**src/rtl/assert_macros.svh**
```systemverilog
// ----------------------------------------------------------------------------
// assertion macros
// shared wrappers for the concurrent checks of the frame store engine
// ----------------------------------------------------------------------------
`ifndef ASSERT_MACROS_SVH
`define ASSERT_MACROS_SVH

// check on a named clock with an active-low reset
`define ASSERT_CLKD(lbl, clk, rstn, prop, msg) \
    lbl: assert property (@(posedge clk) disable iff (!rstn) prop) else $error(msg);

// check on the block clock and reset
`define ASSERT_STD(lbl, prop, msg) \
    `ASSERT_CLKD(lbl, i_clk, i_rst_n, prop, msg)

`endif

```
**src/rtl/mpfe_pkg.sv**
```systemverilog
// ----------------------------------------------------------------------------
// mpfe_pkg
// geometry, codes and control types of the page-mode frame store engine
// ----------------------------------------------------------------------------
package mpfe_pkg;

    localparam int DISPLAY_WIDTH  = 128;
    localparam int DISPLAY_HEIGHT = 64;

    localparam int PAGE_ROWS   = 8;
    localparam int PAGE_COUNT  = (DISPLAY_HEIGHT + PAGE_ROWS - 1) / PAGE_ROWS;
    localparam int PAGE_W      = (PAGE_COUNT > 1) ? $clog2(PAGE_COUNT) : 1;
    localparam int STORE_DEPTH = PAGE_COUNT * DISPLAY_WIDTH;
    localparam int ADDR_W      = $clog2(STORE_DEPTH);

    // refresh stream: three command slots then one slot per column
    localparam int CMD_SLOTS  = 3;
    localparam int SLOT_COUNT = CMD_SLOTS + DISPLAY_WIDTH;
    localparam int SLOT_W     = $clog2(SLOT_COUNT);

    localparam int PCT_W  = 7;
    localparam int PROD_W = 8 + PCT_W;

    localparam logic [7:0]       PAGE_CMD_BASE = 8'hB0;
    localparam logic [7:0]       COL_LOW_CMD   = 8'h00;
    localparam logic [7:0]       COL_HIGH_CMD  = 8'h10;
    localparam logic [PCT_W-1:0] FULL_PERCENT  = 7'd100;

    // command codes
    localparam logic [2:0] CMD_SET_PIXEL = 3'd0;
    localparam logic [2:0] CMD_CLR_PIXEL = 3'd1;
    localparam logic [2:0] CMD_CLEAR_ALL = 3'd2;
    localparam logic [2:0] CMD_BAR       = 3'd3;
    localparam logic [2:0] CMD_NEXT_BYTE = 3'd4;

    // controller to datapath
    typedef struct packed {
        logic       load;
        logic       clr_wr;
        logic       clip;
        logic       prod;
        logic       mem_rd;
        logic       mem_wr;
        logic       ref_out;
        logic [2:0] op;
    } t_dp_cmd;

    // datapath to controller
    typedef struct packed {
        logic pix_ok;
        logic bar_ok;
        logic clr_last;
        logic bar_last;
    } t_dp_status;

endpackage

```
**src/rtl/mpfe_ctrl.sv**
```systemverilog
// ----------------------------------------------------------------------------
// mpfe_ctrl
// sequencer for clear pass, pixel and bar read-modify-write, refresh reads
// ----------------------------------------------------------------------------
module mpfe_ctrl import mpfe_pkg::*; (
    input  logic       i_clk,
    input  logic       i_rst_n,
    input  logic       i_start,
    input  logic [2:0] i_command,
    input  t_dp_status i_status,
    output t_dp_cmd    o_cmd,
    output logic       o_busy
);

    localparam logic [2:0] S_CLEAR  = 3'd0;
    localparam logic [2:0] S_IDLE   = 3'd1;
    localparam logic [2:0] S_CLIP   = 3'd2;
    localparam logic [2:0] S_PROD   = 3'd3;
    localparam logic [2:0] S_READ   = 3'd4;
    localparam logic [2:0] S_WRITE  = 3'd5;
    localparam logic [2:0] S_REFOUT = 3'd6;

    logic [2:0] r_state, n_state;
    logic [2:0] r_op, n_op;

    always_comb begin
        o_cmd    = '0;
        o_cmd.op = r_op;
        n_state  = r_state;
        n_op     = r_op;
        unique case (r_state)
            S_CLEAR: begin
                o_cmd.clr_wr = 1'b1;
                if (i_status.clr_last) begin
                    n_state = S_IDLE;
                end
            end
            S_IDLE: begin
                if (i_start) begin
                    o_cmd.load = 1'b1;
                    n_op       = i_command;
                    unique case (i_command)
                        CMD_SET_PIXEL, CMD_CLR_PIXEL: begin
                            if (i_status.pix_ok) begin
                                n_state = S_READ;
                            end
                        end
                        CMD_CLEAR_ALL: n_state = S_CLEAR;
                        CMD_BAR: begin
                            if (i_status.bar_ok) begin
                                n_state = S_CLIP;
                            end
                        end
                        CMD_NEXT_BYTE: n_state = S_READ;
                        default: n_state = S_IDLE;
                    endcase
                end
            end
            S_CLIP: begin
                o_cmd.clip = 1'b1;
                n_state    = S_PROD;
            end
            S_PROD: begin
                o_cmd.prod = 1'b1;
                n_state    = S_READ;
            end
            S_READ: begin
                o_cmd.mem_rd = 1'b1;
                n_state      = (r_op == CMD_NEXT_BYTE) ? S_REFOUT : S_WRITE;
            end
            S_WRITE: begin
                o_cmd.mem_wr = 1'b1;
                if ((r_op == CMD_BAR) && !i_status.bar_last) begin
                    n_state = S_READ;
                end else begin
                    n_state = S_IDLE;
                end
            end
            S_REFOUT: begin
                o_cmd.ref_out = 1'b1;
                n_state       = S_IDLE;
            end
            default: n_state = S_IDLE;
        endcase
    end

    always_ff @(posedge i_clk) begin
        if (!i_rst_n) begin
            r_state <= S_CLEAR;
            r_op    <= CMD_SET_PIXEL;
        end else begin
            r_state <= n_state;
            r_op    <= n_op;
        end
    end

    assign o_busy = (r_state != S_IDLE);

endmodule

```
**config.mk**
```make
export PLATFORM = sky130hd
export DESIGN_NAME = mpfe_ctrl
export DESIGN_NICKNAME = d
export VERILOG_FILES = /design/src/rtl/assert_macros.svh /design/src/rtl/mpfe_pkg.sv /design/src/rtl/mpfe_ctrl.sv
export SDC_FILE = /design/constraint.sdc
export NUM_CORES = 1
export LEC_CHECK = 0
export ABC_AREA = 1
export BUFFER_PORTS_ARGS = -buffer_cell sky130_fd_sc_hd__buf_2
export CAP_MARGIN = 15
export CELL_PAD_IN_SITES_DETAIL_PLACEMENT = 2
export CELL_PAD_IN_SITES_GLOBAL_PLACEMENT = 2
export CORE_MARGIN = 4
export CORE_UTILIZATION = 21
export CTS_CLUSTER_DIAMETER = 120
export CTS_CLUSTER_SIZE = 25
export DETAILED_ROUTE_END_ITERATION = 10
export GPL_ROUTABILITY_DRIVEN = 0
export PLACE_DENSITY_LB_ADDON = 0.1
export SLEW_MARGIN = 20
export SYNTH_ARGS = -nofsm -noshare
export SYNTH_HDL_FRONTEND = slang
export SYNTH_SLANG_ARGS = --single-unit
export TNS_END_PERCENT = 20
```
**constraint.sdc**
```tcl
create_clock -name i_clk -period 1.5 [get_ports i_clk]
set_input_delay 0.15 -clock i_clk [delete_from_list [all_inputs] [get_ports i_clk]]
set_output_delay 0.15 -clock i_clk [all_outputs]
set_load 0.05 [all_outputs]
```
# Word-level counts from Yosys, hierarchy flattened
# Cells that the tools add are included.
[op_classes]
n_eq_ne = 17
muxes = 16
reduce_logical = 7
[ops]
columns = ["cell", "count"]
rows = [
  ["3-bit one-hot mux with 6 select lines", 1],
  ["3-bit by 2-bit equality test with 1-bit output (second input constant)", 5],
  ["3-bit equality test (second input constant)", 5],
  ["3-bit two-way mux", 5],
  ["3-bit one-hot mux with 4 select lines", 1],
  ["1-bit two-way mux", 8],
  ["3-bit by 1-bit equality test with 1-bit output (second input constant)", 2],
  ["3-bit zero test", 2],
  ["3-bit != test (second input constant)", 2],
  ["2-bit != test (second input constant)", 2],
  ["4-bit AND reduction", 1],
  ["3-bit by 1-bit != test with 1-bit output (second input constant)", 1],
  ["2-bit two-way mux", 1],
  ["2-bit AND reduction", 1],
  ["2-bit OR reduction", 1],
  ["1-bit logical AND", 1],
  ["1-bit zero test", 1],
]
[word_totals]
wordCells = 42
out_inout_bits = 11
in_bits = 10
ff_bits = 6

# Longest topological paths before layout
[depth]
ltp_word = 5
depth_mapped = 8
mapped_depth_nobuf = 8

# Least setup slack after synthesis
# Ideal clock, no wire load.
[synth_timing]
path_kind = "reg-to-reg"
startpoint = "reg r_state[2]"
endpoint = "reg r_state[1]"
stages_incl_launch_ff = 6
setup_ns = 0.113
path_buffers = 0
synth_period_minus_slack_ns = 2.067
arrival_time_ns = 1.954
slack_ns = -0.567
required_time_ns = 1.387
path_cell_list = "dfxtp_1 > nor3_1 > nand2_1 > and2_4 > nand2_1 > nor2_1"
[synth_via]
elab_chain_len = 3
elab_cells_between_ends = 12
classes_between = "eq/ne: 9; mux: 1; reduce/logical: 2"
[synth_lines]
columns = ["element", "line_no", "rtl"]
rows = [
  ["from (decl)", "mpfe_ctrl.sv:23", "logic [2:0] r_state, n_state;"],
  ["from (signal assigned)", "mpfe_ctrl.sv:92", "r_state <= n_state;"],
  ["3-bit by 1-bit equality test with 1-bit output or 3-bit zero test (tied branches)", "mpfe_ctrl.sv:31", "unique case (r_state)"],
  ["3-bit != test (no line) or 2-bit != test (tied branches)", "--", ""],
  ["4-bit AND reduction (no line)", "--", ""],
]
# Parallel ways exist; a longest one is shown, timed or not.
# A chain may end at the register's enable or synchronous reset.

==> results.md <==
- Status: finished clean
- Vias/cell: 4.36
- Switch share: 41.7%
- Via count: 501
- P_leak: 0.288 nW
- Final core occ: 32.7%
- Gr ovfl total: 0
- Final Hold Vio Count: 0
- Core area: 1780 um2
- CP Launch Type: register
- Fin nets: 102
- Setup Skew: 0.00216 ns
- Hold WS: 0.199 ns
- Mapped Avg Cell Area: 6.05 um2
- DP Worst Slack: 0.254 ns
- Power per cell area: 975 nW/um2
- Clk_lat worst skew: 0.24 ns
- Hold bufs inserted after CTS: 0
- Rel. slew slack: 82.3%
- Setup-failing EPs final: 0
- HPWL after DPL: 1100 um
- Max FO, Critical Path: 5
- Most numerous cell in the Yosys netlist: nor2_1
- First-pass GRT wire length: 2010 um
- Worst slew pin tran: 0.263 ns
- Final WS setup: 0.138 ns
- Synthesized instance count: 67
- Min Tclk post-route: 1.36 ns
- Crit Path Category: register to output pin
- Number of synthesized flops with an enable pin: 0
- Layout area overhead: 43.8%
- Syn_nets: 77
- Setup TNS: 0 ns
- Flop pwr share: 34.2%
- Largest net degree at the start of global routing: 7
- IO Count: 21
- Pint: 332 uW
- Ys flop type: dfxtp_1
- Clock sinks: 6
- Die width: 51.9 um
- Total track usage: 10.2%
- Dominant cell type by area after synthesis: dfxtp_1
- Share of the synthesized area in the top cell type: 29.6%
- Switching pwr: 237 uW
- # H-tree levels: 1
- Number of instances resized during post-cts repair: 1
- Initial drt markers: 7
- Dpl cells: 112
- Die height: 51.9 um
- Root Buffer: clkbuf_4
- Clk slew on worst S/H paths: 0.04 ns
- Number of CTS-inserted buffers: 3
- Final Cycle Share: 90.8%
- I/O Buffers: 20
- Initial antenna violation count: 0
- CTS Buffer Depth: 2
- Largest cells by area after synthesis: dfxtp_1 (30%), nor2_1 (13%), nand2_1 (9.3%)
- Asr flop ratio synth: 0%
- Vias in the first global route: 476
- Starting Density: 22.7%
- Synthesized area: 405 um2
- Sequential fraction of the synthesis area: 29.6%
- Final WL: 1310 um
- #FFs+latches synth: 6
- Number of remaining DRC errors: 0
- Post CTS Setup Buffer Count: 0
- CTS tree: built
- Number of inserted diodes: 0
- Critical Path AT: 1.21 ns
- Wirelength per Cell: 11.4 um
- Final non-filler cell total: 115
- Cell Rows: 15
- Top cell types by occurrence after synthesis: nor2_1 (14), nand2_1 (10), inv_1 (8)
- Post-synth cell types: 16
- Pins over their slew limit: 0
- 1st-pass router iterations: 4
- DIE AREA: 2700 um2
- Gate power share: 40.3%
- RSZ-0062 raised after global routing: false
- Share of cells above drive strength 1: 40.0%
- Crit path required time: 1.35 ns
- Max Fclk: 734 MHz
- Hold crit path type: input pin to register
- Maximum VDD drop: 474 uV
- Maxcap violations: 0
- Post-route ant nets: 0
- Clock Power Share: 25.6%
- Yosys warns: 0
- Worst setup EP type: output pin
## worst max-delay path, cell delays in order, from the launching register on
cell and delay [ns]:
dfxtp_1 0.44, inv_2 0.10, nor3_2 0.15, clkbuf_4 0.27
## cell families (layout without fill, tap and decap cells)
kind of cell / after synthesis / after routing / share of synthesized area, %
simple gates: 34 / 34 / 38.6
flops: 6 / 6 / 29.6
buf+inv: 12 / 35 / 11.1
mux: 1 / 1 / 2.47
compound gates: 14 / 14 / 18.2
## final timing paths
kind              cells after the start    endpoint  slack [ns]        from
setup / recovery                      3    o_cmd[4]        0.14  r_state[0]
hold / removal                        3     r_op[2]        0.20     i_rst_n
setup reg to reg                      7  r_state[1]        0.28  r_state[0]
hold reg to reg                       2     r_op[0]        0.50     r_op[0]
## registers in the layout, summed over array words and instances (netlist names)
name     cells
r_state      3
r_op         3
## per-stage QoR
stage / power (mW) / area, um2
after floorplan: 0.362 / 415
after global placement: 0.424 / 547
after detailed placement: 0.424 / 547
after CTS: 0.579 / 572
after global routing: 0.611 / 583
final: 0.568 / 583
## final cells by class
cell class | instances | area [um2]
Clock buffer | 3 | 22.5
Fill cell | 240 | 1200
Inverter | 12 | 45.0
Multi-Input combinational cell | 49 | 250
Sequential cell | 6 | 123
Tap cell | 25 | 31.3
Timing Repair Buffer | 20 | 111
## placed cells by master, fill, tap and decap left out
cell type	count
buf_2	17
nor2_1	14
nand2_1	10
inv_1	8
a21oi_1	6
clkbuf_4	5
inv_2	4
nand3_1	4
o21ai_0	4
dfxtp_1	4
nor3_2	3
o21ai_1	3
dfxtp_2	2
nand2_2	1
nor2_4	1
mux2i_1	1
o21ai_2	1
and2_4	1
buf_6	1
## metal layers
metal	GRT usage, %	vias to the layer above	routed length, um
li1	-	260	-
met1	13.6	230	652
met2	15.1	9	598
met3	0.860	2	47
met4	7.86	0	9
met5	0	-	0
## power groups by stage
stage / clock (mW) / sequential [mW] / combinational, mW
6_report: 0.145 / 0.194 / 0.229
5_1_grt: 0.166 / 0.197 / 0.249
4_1_cts: 0.156 / 0.194 / 0.230
3_5_place_dp: 0 / 0.197 / 0.227
3_3_place_gp: 0 / 0.196 / 0.228
2_1_floorplan: 0 / 0.221 / 0.141
Power figures use the tool's default switching activity.
